$ cat config.mk
export PLATFORM = sky130hd
export DESIGN_NAME = json_object_boundary_framer_top
export DESIGN_NICKNAME = d
export VERILOG_FILES = /design/src/jobf_pkg.sv /design/src/json_object_boundary_framer_top.sv /design/src/jobf_core.sv
export SDC_FILE = /design/constraint.sdc
export NUM_CORES = 1
export LEC_CHECK = 0
export BUFFER_PORTS_ARGS = -buffer_cell sky130_fd_sc_hd__buf_2
export CORE_MARGIN = 2
export CORE_UTILIZATION = 55
export DETAILED_ROUTE_END_ITERATION = 10
export PLACE_DENSITY = 0.86
export SKIP_LAST_GASP = 1
export SLEW_MARGIN = 15
export SYNTH_ARGS = -nofsm -noshare
export SYNTH_HDL_FRONTEND = slang
export SYNTH_SLANG_ARGS = --single-unit
$ cat constraint.sdc
create_clock -name clk -period 3.9 [get_ports clk]
set_input_delay 1.17 -clock clk [delete_from_list [all_inputs] [get_ports clk]]
set_output_delay 1.17 -clock clk [all_outputs]
set_load 0.05 [all_outputs]
$ cat src/jobf_pkg.sv
// Shared types and constants for the JSON object boundary framer.
`timescale 1ns / 1ps

package jobf_pkg;

  // Default bounds, handed to the top level as parameter defaults
  localparam longint unsigned MAX_TEXT_BYTES_DEFAULT = 64'd65536;
  localparam int unsigned     MAX_NESTING_DEFAULT    = 255;

  // Fixed widths of the result fields
  localparam int OFFSET_W = 16;
  localparam int LENGTH_W = 17;

  // Characters that steer the framer
  localparam logic [7:0] CH_OPEN   = 8'h7B;
  localparam logic [7:0] CH_CLOSE  = 8'h7D;
  localparam logic [7:0] CH_QUOTE  = 8'h22;
  localparam logic [7:0] CH_BSLASH = 8'h5C;

  // One input beat: a byte of text
  typedef struct packed {
    logic [7:0] text_byte;
    logic       text_last;
  } text_beat_t;

  // One result beat per input byte
  typedef struct packed {
    logic                object_begins;
    logic                object_ends;
    logic [OFFSET_W-1:0] object_offset;
    logic [LENGTH_W-1:0] object_length;
    logic                depth_overflow;
  } result_beat_t;

endpackage

$ cat src/json_object_boundary_framer_top.sv
// Top level of the JSON object boundary framer: input and result registers around the core.
`timescale 1ns / 1ps

// Takes one text byte per beat and returns one result beat per byte, flagging where a
// top-level JSON object opens and closes; at a close it gives the object's start offset and
// its length in bytes. Throughput is one byte per clock cycle while result_stall is low, set
// by the state update in the core; each accepted byte reaches its result through an input
// register and a result register. text_stall follows result_stall in the same cycle when
// both registers are full. Byte offsets wrap modulo MAX_TEXT_BYTES, nesting saturates at
// MAX_NESTING, and all state clears after a byte marked text_last.
module json_object_boundary_framer_top #(
  parameter longint unsigned MAX_TEXT_BYTES = jobf_pkg::MAX_TEXT_BYTES_DEFAULT,
  parameter int unsigned     MAX_NESTING    = jobf_pkg::MAX_NESTING_DEFAULT
) (
  input  logic                   clk,
  input  logic                   rst,
  input  logic                   text_valid,
  output logic                   text_stall,
  input  jobf_pkg::text_beat_t   text,
  output logic                   result_valid,
  input  logic                   result_stall,
  output jobf_pkg::result_beat_t result
);

  logic                   in_valid;
  jobf_pkg::text_beat_t   in_beat;
  logic                   out_load;
  logic                   advance;
  jobf_pkg::result_beat_t core_result;

  assign out_load   = !result_valid || !result_stall;
  assign advance    = in_valid && out_load;
  assign text_stall = in_valid && !out_load;

  // Input register
  always_ff @(posedge clk) begin
    if (rst) begin
      in_valid <= 1'b0;
    end else if (!text_stall) begin
      in_valid <= text_valid;
    end
  end

  always_ff @(posedge clk) begin
    if (!text_stall && text_valid) begin
      in_beat <= text;
    end
  end

  jobf_core #(
    .MAX_TEXT_BYTES (MAX_TEXT_BYTES),
    .MAX_NESTING    (MAX_NESTING)
  ) u_core (
    .clk    (clk),
    .rst    (rst),
    .step   (advance),
    .text   (in_beat),
    .result (core_result)
  );

  // Result register
  always_ff @(posedge clk) begin
    if (rst) begin
      result_valid <= 1'b0;
    end else if (out_load) begin
      result_valid <= in_valid;
    end
  end

  always_ff @(posedge clk) begin
    if (advance) begin
      result <= core_result;
    end
  end

endmodule

$ cat src/jobf_core.sv
// Framer state and the per-byte decision logic.
`timescale 1ns / 1ps

module jobf_core #(
  parameter longint unsigned MAX_TEXT_BYTES = jobf_pkg::MAX_TEXT_BYTES_DEFAULT,
  parameter int unsigned     MAX_NESTING    = jobf_pkg::MAX_NESTING_DEFAULT
) (
  input  logic                   clk,
  input  logic                   rst,
  input  logic                   step,
  input  jobf_pkg::text_beat_t   text,
  output jobf_pkg::result_beat_t result
);

  localparam int PW = (MAX_TEXT_BYTES > 64'd1) ? $clog2(MAX_TEXT_BYTES) : 1;
  localparam int DW = $clog2(MAX_NESTING + 1);
  localparam int OW = jobf_pkg::OFFSET_W;
  localparam int LW = jobf_pkg::LENGTH_W;
  localparam logic [PW-1:0] LAST_POS  = PW'(MAX_TEXT_BYTES - 64'd1);
  localparam logic [PW:0]   MODULUS   = (PW+1)'(MAX_TEXT_BYTES);
  localparam logic [DW-1:0] DEPTH_MAX = DW'(MAX_NESTING);

  logic [PW-1:0] pos, pos_next;
  logic [PW-1:0] start, start_next;
  logic [DW-1:0] depth, depth_next;
  logic          instr, instr_next;
  logic          esc, esc_next;

  logic          is_open, is_close, is_quote, is_bslash;
  logic [PW:0]   len_wide;

  assign is_open   = (text.text_byte == jobf_pkg::CH_OPEN);
  assign is_close  = (text.text_byte == jobf_pkg::CH_CLOSE);
  assign is_quote  = (text.text_byte == jobf_pkg::CH_QUOTE);
  assign is_bslash = (text.text_byte == jobf_pkg::CH_BSLASH);

  // Wrapped distance from the opening brace, inclusive of both ends
  always_comb begin
    if (pos >= start) begin
      len_wide = {1'b0, pos} - {1'b0, start} + (PW+1)'(1);
    end else begin
      len_wide = {1'b0, pos} + MODULUS - {1'b0, start} + (PW+1)'(1);
    end
  end

  // Per-byte decision
  always_comb begin
    depth_next = depth;
    start_next = start;
    instr_next = instr;
    esc_next   = esc;
    pos_next   = (pos == LAST_POS) ? '0 : pos + 1'b1;
    result     = '0;

    if (depth == '0) begin
      // outside any object only an opening brace matters
      if (is_open) begin
        depth_next           = DW'(1);
        start_next           = pos;
        instr_next           = 1'b0;
        esc_next             = 1'b0;
        result.object_begins = 1'b1;
      end
    end else if (instr) begin
      if (esc) begin
        esc_next = 1'b0;
      end else if (is_bslash) begin
        esc_next = 1'b1;
      end else if (is_quote) begin
        instr_next = 1'b0;
      end
    end else if (is_quote) begin
      instr_next = 1'b1;
    end else if (is_open) begin
      if (depth >= DEPTH_MAX) begin
        result.depth_overflow = 1'b1;
      end else begin
        depth_next = depth + 1'b1;
      end
    end else if (is_close) begin
      depth_next = depth - 1'b1;
      if (depth == DW'(1)) begin
        result.object_ends   = 1'b1;
        result.object_offset = OW'(start);
        result.object_length = LW'(len_wide);
      end
    end

    // last byte of a text wipes everything
    if (text.text_last) begin
      depth_next = '0;
      start_next = '0;
      instr_next = 1'b0;
      esc_next   = 1'b0;
      pos_next   = '0;
    end
  end

  // State registers, advanced once per byte handled
  always_ff @(posedge clk) begin
    if (rst) begin
      pos   <= '0;
      start <= '0;
      depth <= '0;
      instr <= 1'b0;
      esc   <= 1'b0;
    end else if (step) begin
      pos   <= pos_next;
      start <= start_next;
      depth <= depth_next;
      instr <= instr_next;
      esc   <= esc_next;
    end
  end

endmodule

# Word-level counts from Yosys, hierarchy flattened
# Cells that the tools add are included.
# totals
reg_bits	89
inputBits	13
wordCells	87
# classes
n_addsub	8
order_cmp	2
n_eq_ne	10
n_mux	30
bitwise_logic	3
reduce_logical	20
# op_table
operator	n
16-bit 2-to-1 mux	5
8-bit 2-to-1 mux	8
17-bit by 1-bit adder with 17-bit output (second input constant)	2
34-bit 2-to-1 mux	1
8-bit by 7-bit == test with 1-bit output (second input constant)	3
16-bit by 17-bit adder with 17-bit output (second input constant)	1
17-bit 2-to-1 mux	1
16-bit by 16-bit subtractor with 17-bit output	1
17-bit by 16-bit subtractor with 17-bit output	1
16-bit by 1-bit adder with 16-bit output (second input constant)	1
16-bit == test (second input constant)	1
16-bit greater-or-equal comparator	1
1-bit 2-to-1 mux	15
8-bit by 1-bit adder with 8-bit output (second input constant)	1
8-bit by 1-bit == test with 1-bit output (second input constant)	1
8-bit by 6-bit == test with 1-bit output (second input constant)	1
8-bit greater-or-equal comparator (second input constant)	1
8-bit logical NOT	1
8-bit by 1-bit subtractor with 8-bit output (second input constant)	1
3-bit != test (second input constant)	2
3-bit AND reduction	2
6-bit AND reduction	1
3-bit nonzero test	2
6-bit OR reduction	1
other kinds (10)	18

# Logic depth before layout (Yosys ltp)
# Gate-level depths: netlist of run 1.
# logic_depth
ltp_word	7
mapped_depth	13

# Modules after synthesis
# A second synthesis of run 1 with hierarchy kept.
# hier_totals
hier_cells	507
area_unflattened_um2	4909.7
# by_module_without_submodules
module	n_inst	cells_each	area_per_inst_um2	seq_area_each_um2
jobf_core	1	452	3472.1	840.8
json_object_boundary_framer_top	1	55	1437.6	1391.3

# Least setup slack after synthesis of run 1
# OpenSTA, ideal clock, no wires.
# synth_path
kind	in2reg
start	input result_stall
end	register u_core.pos[12]
setup_time_ns	0.125
arrival_ns	3.490
path_slack_ns	0.286
cell_stages	6
path_buffers	1
cell_sequence	a21boi_1 -> clkbuf_1 -> nand3_1 -> nor3_1 -> xnor2_1 -> nor3b_1
# synth_via
elab_chain_cells	3
# synth_lines
element	line	text
start: declaration	json_object_boundary_framer_top.sv:21	input logic result_stall,
1-bit logical NOT	json_object_boundary_framer_top.sv:31	assign out_load = !result_valid || !result_stall;
1-bit logical OR	json_object_boundary_framer_top.sv:31	
1-bit logical AND	json_object_boundary_framer_top.sv:32	assign advance = in_valid && out_load;
via advance	json_object_boundary_framer_top.sv:28	logic advance;
end signal: assignment	jobf_core.sv:108	pos <= pos_next;
end: declaration	jobf_core.sv:23	logic [PW-1:0] pos, pos_next;
# The timed path passes the listed nets, and every way through them passes these cells.
# A chain may end at the register's enable or synchronous reset.

# Final worst setup path of run 1
# layout_path
start	input result_stall
end	output text_stall
# layout_via
elab_chain_cells	4
# layout_lines
element	line	text
1-bit logical NOT	json_object_boundary_framer_top.sv:31	
1-bit logical OR	json_object_boundary_framer_top.sv:31	
1-bit logical NOT	json_object_boundary_framer_top.sv:33	assign text_stall = in_valid && !out_load;
1-bit logical AND	json_object_boundary_framer_top.sv:33	
end: declaration	json_object_boundary_framer_top.sv:18	output logic text_stall,
# No other way between the ends.

==> results.yml, run 1 <==
outcome:
  outcome: "completed"
yosys:
  synth_area_leaders: "edfxtp_1, dfxtp_1, ha_1"
  synth-main-ff-cell: "edfxtp_1"
  synth_compound_area_share_pct: 10.28
  synth-adder-area-share_pct: 12.65
  ys_seq_area_share_pct: 45.30
  synth_top_family_by_area: "simple AND/OR/NAND/NOR gates"
  synth_mux_area_share_pct: 0.2031
  ys_seq_elements: 89
  postSynthCellCount: 517
  syn-num-nets: 575
  synth-async-reset-ratio_pct: 0
  syn-mean-instance-area_um2: 9.530
  synth_edf_count: 45
  synth.cell_area_um2: 4927
  post-synth-top-count-cell: "nor2_1"
  synth.distinct_cells: 56
  synth_common_cells: "nor2_1, edfxtp_1, dfxtp_1"
  yosys.area_share.simple_pct: 20.39
  synthXorXnorAreaFrac_pct: 6.044
  yosysTopAreaCell: "edfxtp_1"
  synth_top_area_share_pct: 27.43
  ys_warn_count: 0
final_layout:
  area_growth_pct: 10.54
  antenna_cells: 0
  nNetsFinal: 620
  drive_above_1_share_pct: 13.58
timing:
  tightestPinTransition_ns: 1.074
  final.setup.tns_ns: 0
  layout_min_cycle_time_ns: 2.943
  setup_viol: 0
  min_period_over_period_pct: 75.46
  hold_viol: 0
  skew_ns: 0.01479
  relSlewSlack_pct: 28.42
  drv_slew: 0
  fmax_ghz: 0.3398
  rsz0062_at_grt: "no"
power:
  p_sw_mw: 0.4589
  total_power_mw: 1.809
  pwr_density_cell_nw_per_um2: 332.2
  internal_power_mw: 1.350
  leakage_nw: 2.026
  p_seq_share_pct: 56.8
  peakVddDrop_mv: 0.1633
  pwr-share-clk_pct: 33.9
  switching_share_pct: 25.36
  pwr-share-comb_pct: 9.4
critical_path:
  crit_chain: "buf_2 > and3_1 > buf_2"
  critical_path_class: "input pin to output pin"
  r2r_slack_ns: 0.97
  critPathMaxStageDelay_ns: 0.27
  cp-end-kind: "output pin"
  start_kind: "input pin"
  worstPathRequired_ns: 2.73
  crit_path_top_delay_cell: "buf_2"
  cp_max_fo: 3
  crit_top_cell: "buf_2"
  critPathArrivalTime_ns: 1.77
clock_tree:
  cts_hold_buf: 0
  htree_levels: 3
  clk_latency_ns: 0.36
  cts.clk_slew.worst_paths_ns: 0.08
  cts_root_buffer: "clkbuf_8"
  clock_path_buffers: 2
  cts_tree: "done"
  post_cts_buffers: 0
  cts_resized: 0
  cts_inserted_buffers: 9
  clock_sinks: 89
global_route:
  grt_pass1_wl_mm: 16.35
  antenna_found_initial: 0
  grt_pass1_vias: 3680
  track_usage_pct: 20.66
  grt_overflow: 0
  grt_max_degree: 37
placed_design:
  gp_congestion: 0.8501
  place_hpwl_mm: 6.862
  numPortBuffers: 50
die:
  io_pins: 51
  fp.dieW_um: 98.65
  rows: 34
  die-area_um2: 9732
  dieHeight_um: 98.65
  initial_core_util_pct: 56.50
  coreArea_um2: 8721
drt:
  post-route-drc-count: 0
  via_per_inst: 5.391
  wl_per_cell_um: 13.75
  ant_nets: 0
  drt_iter0_drc: 233
  first_pass_iters: 4
  routed-via-count: 3639
  wl_mm: 9.280
run:
  maxCapViolCount: 0
min_path:
  min_path_type: "flip-flop to flip-flop"
-- power groups by stage --
stage	clock, mW	combinational (mW)	sequential, mW
after CTS	0.625	0.170	1.03
final	0.613	0.169	1.03
after floorplan	0	0.0845	1.09
after detailed placement	0	0.170	1.05
after global placement	0	0.167	1.05
after global routing	0.662	0.183	1.03
-- per-stage QoR --
step                instance area [µm²]  hold WS, ns  worst slack (ns)  utilization, %  instances
global placement                   5259       0.4401            0.9354           60.30        659
global route                       5446       0.4705            0.7165           62.45        675
floorplan                          4927       0.4319            0.2859               -        517
CTS                                5446       0.4565            0.9549           62.45        675
detailed placement                 5259       0.4442            0.7840           60.30        659
finish                             5446       0.4564            0.9572           62.45        675
-- final timing paths --
| check | from | to | cells past startpoint |
|---|---|---|---|
| setup / recovery | result_stall | text_stall | 3 |
| hold / removal | u_core.start[15] | u_core.start[15] | 2 |
| setup reg to reg | u_core.start[1] | result[14] | 13 |
| hold reg to reg | u_core.start[15] | u_core.start[15] | 2 |
-- registers in the layout, indices dropped and copies added (netlist names) --
signal,flops
u_core.esc,1
u_core.depth,8
result_valid,1
u_core.instr,1
result,36
in_beat,9
u_core.pos,16
u_core.start,16
in_valid,1
-- routing by layer --
layer,wire (µm),track usage (%),vias up
li1,-,-,1865
met1,4141,25.17,1685
met2,4598,36.63,76
met3,396,3.050,13
met4,143,8.535,0
met5,0,0,-
-- logic make-up (layout without fill, tap and decap cells) --
group / after synthesis / after routing
XOR/XNOR: 34 / 34
flip-flops: 89 / 89
AND/OR/NAND/NOR: 201 / 201
buffers and inverters: 63 / 113
adder cells (fa/ha/maj): 45 / 45
AO/OA/AOI/OAI: 84 / 84
multiplexers: 1 / 1
-- cell usage in the layout, fill, tap and decap left out, types with 2 or more instances in the layout --
cell type / n
clkbuf_8: 9
o31a_1: 2
dfxtp_1: 44
a21oi_1: 40
nand2_1: 41
a21boi_0: 3
inv_1: 43
and3_1: 6
and2_1: 3
or4_1: 3
buf_4: 3
o31ai_1: 2
nor2b_1: 8
nand3b_1: 10
a211o_1: 2
clkinv_2: 2
nor3_1: 8
ha_1: 37
or3_1: 11
and4_1: 2
nand4_1: 5
nand3_1: 11
o21a_1: 2
a21o_1: 2
nor4_1: 3
o21ai_0: 12
buf_2: 50
fa_1: 8
xor2_1: 12
xnor2_1: 22
nand2b_1: 8
nor3b_1: 2
o21bai_1: 3
nor2_1: 71
a31oi_1: 5
edfxtp_1: 45
a211oi_1: 2
-- layout make-up --
| class | instances | area, µm² |
|---|---|---|
| Fill cell | 696 | 3274 |
| Multi-Input combinational cell | 365 | 2454 |
| Sequential cell | 89 | 2232 |
| Timing Repair Buffer | 53 | 272.8 |
| Inverter | 44 | 165.2 |
| Tap cell | 108 | 135.1 |
| Clock buffer | 10 | 127.6 |
| Clock inverter | 6 | 60.06 |
-- worst max-delay path: cells and delay by family --
family | cells | cell delay [ns]
buffers and inverters | 2 | 0.39
AND/OR/NAND/NOR | 1 | 0.20
Power figures use the tool's default switching activity.
==> run 2, diff against run 1 <==
==> constraint.sdc (replaced) <==
create_clock -name clk -period 3.05 [get_ports clk]
set_input_delay 0.915 -clock clk [delete_from_list [all_inputs] [get_ports clk]]
set_output_delay 0.915 -clock clk [all_outputs]
set_load 0.05 [all_outputs]
==> run 2 against run 1 <==
Clock power increased by 23%. Critical path depth rose by 11. Largest power group unchanged. Register-to-register slack worse by 0.81 ns. Largest cell class unchanged. Worst hold slack about the same. Critical path type is now flip-flop to flip-flop. Non-clock buffer count grew 5. Final cell count is 0.59% higher. Sequential power is 27% higher.
==> results.yml, run 2 (synthesis results as in run 1) <==
timing:
  drv_slew: 0
  tightestPinTransition_ns: 0.9010
  layout_min_cycle_time_ns: 2.889
  min_period_over_period_pct: 94.72
  relSlewSlack_pct: 39.93
  setup_viol: 0
  skew_ns: 0.008527
  fmax_ghz: 0.3461
  hold_viol: 0
drt:
  ant_nets: 0
  routed-via-count: 3764
  first_pass_iters: 5
  highest_layer: "met4"
  met2WireLength_mm: 4.674
  wl_mm: 9.383
  wl_per_cell_um: 13.82
  wl_met1_mm: 3.935
  post-route-drc-count: 0
  wl_met3_um: 536
  drt_iter0_drc: 189
  via_per_inst: 5.543
min_path:
  min_path_type: "flip-flop to flip-flop"
  hold_start: "u_core.start[14]"
  min_path_cells: 2
  min_to: "u_core.start[14]"
power:
  p_seq_share_pct: 57.4
  leakage_nw: 2.042
  pwr-share-clk_pct: 33.0
  pwr_density_cell_nw_per_um2: 418.1
  peakVddDrop_mv: 0.2243
  internal_power_mw: 1.721
  total_power_mw: 2.289
  pwr-share-comb_pct: 9.7
  switching_share_pct: 24.83
  p_sw_mw: 0.5683
clock_tree:
  cts_hold_buf: 0
  clk_latency_ns: 0.35
  cts_inserted_buffers: 9
  cts_root_buffer: "clkbuf_8"
  htree_levels: 3
  clock_sinks: 89
  clock_path_buffers: 2
  cts_tree: "done"
  cts.clk_slew.worst_paths_ns: 0.08
die:
  dieHeight_um: 98.65
  fp.dieW_um: 98.65
  coreArea_um2: 8721
  rows: 34
  io_pins: 51
  initial_core_util_pct: 56.50
  die-area_um2: 9732
final_layout:
  multi_input_area_um2: 2456
  drive_above_1_share_pct: 14.19
  area_growth_pct: 11.10
  stdcell_area_um2: 5474
  largest_reg_flops: 36
  top_register: "result"
  most-common-layout-cells: "nor2_1, buf_2, edfxtp_1, dfxtp_1, inv_1"
  nNetsFinal: 625
  fill_cells: 699
  regArea_um2: 2232
  final_common_cell: "nor2_1"
  largestRegisters: "result (36), u_core.pos (16), u_core.start (16)"
  antenna_cells: 0
placed_design:
  place_hpwl_mm: 6.946
  numPortBuffers: 50
  postPlaceCellArea_um2: 5281
  gp_congestion: 0.8441
critical_path:
  cp-end-kind: "flip-flop"
  critPathMaxStageDelay_ns: 0.40
  timing.rr.end: "result[16]"
  critPathArrivalTime_ns: 2.97
  start_kind: "flip-flop"
  crit_chain: "inv_1 > ha_1 > inv_1 > ha_2 > inv_1 > fa_1 > o21bai_1 > a211oi_1 > o21ai_1 > buf_4 > nand4b_1 > nand3_1 > xnor2_1 > nor2_1"
  crit_path_top_delay_cell: "fa_1"
  crit_path_start: "u_core.start[1]"
  critical_path_class: "flip-flop to flip-flop"
  crit_top_cell: "inv_1"
  r2r_slack_ns: 0.16
  r2r_cells: 14
  reg2reg_from: "u_core.start[1]"
  worstPathRequired_ns: 3.13
  cp_max_fo: 3
outcome:
  outcome: "completed"
global_route:
  grt_pass1_vias: 3642
  track_usage_pct: 20.26
  grt_pass1_wl_mm: 16.02
  grt_overflow: 0
  grt_max_degree: 33
  antenna_found_initial: 0
run:
  maxCapViolCount: 0
-- run 2: changes by cell type in the layout (fill, tap and decap cells not counted) --
cell	change
buf_4	+5
clkinv_1	+1
clkinv_4	-1
clkinvlp_4	-1
ha_1	-1
ha_2	+1
o21ai_0	-1
o21ai_1	+1
-- run 2: layer usage --
layer	up-vias	track usage (%)
li1	1874	-
met1	1747	24.36
met2	120	35.06
met3	23	4.823
met4	0	8.114
met5	-	0
-- run 2: what timing repair did --
action                     CTS  global route
resized for setup            0             2
buffers inserted             0             2
setup endpoints to repair    0             1
-- run 2: stage by stage --
stage	TNS, ns	hold slack, ns	worst slack [ns]	instances	utilization [%]
2_1_floorplan	0	0.4319	0.3826	517	-
3_3_place_gp	0	0.4411	0.2759	662	60.56
3_5_place_dp	0	0.4469	0.1473	662	60.56
4_1_cts	0	0.4588	0.1402	677	62.57
5_1_grt	-0.006685	0.4764	-0.006685	679	62.77
6_report	0	0.4563	0.1609	679	62.77
-- run 2: power groups by stage --
stage	registers, mW	logic [mW]	clock network [mW]
floorplan	1.40	0.108	0
global placement	1.34	0.216	0
detailed placement	1.34	0.221	0
CTS	1.31	0.222	0.768
global route	1.32	0.239	0.825
finish	1.31	0.222	0.755
-- run 2: final cells by class --
type	count	share of cell area [%]
tap	108	2.469
clock inverter	5	0.8686
inverter	44	3.017
sequential	89	40.78
timing repair buffer	58	5.669
clock buffer	10	2.331
multi-input combinational	365	44.87
-- run 2: worst max-delay path by stage --
stage                          end  slack [ns]  cells after the start
floorplan           u_core.pos[10]        0.38                      7
global placement        result[14]        0.28                     13
detailed placement      result[14]        0.15                     13
CTS                     result[14]        0.14                     13
global route            result[14]      -0.007                     13
finish                  result[16]        0.16                     14
-- run 2: worst max-delay path, delay by kind of cell (launching register included) --
| family | cells | cell delay [ns] |
|---|---|---|
| compound gates | 3 | 0.60 |
| xor+xnor | 1 | 0.12 |
| fa+ha+maj | 3 | 0.90 |
| buf+inv | 4 | 0.37 |
| flops | 1 | 0.37 |
| simple gates | 3 | 0.27 |
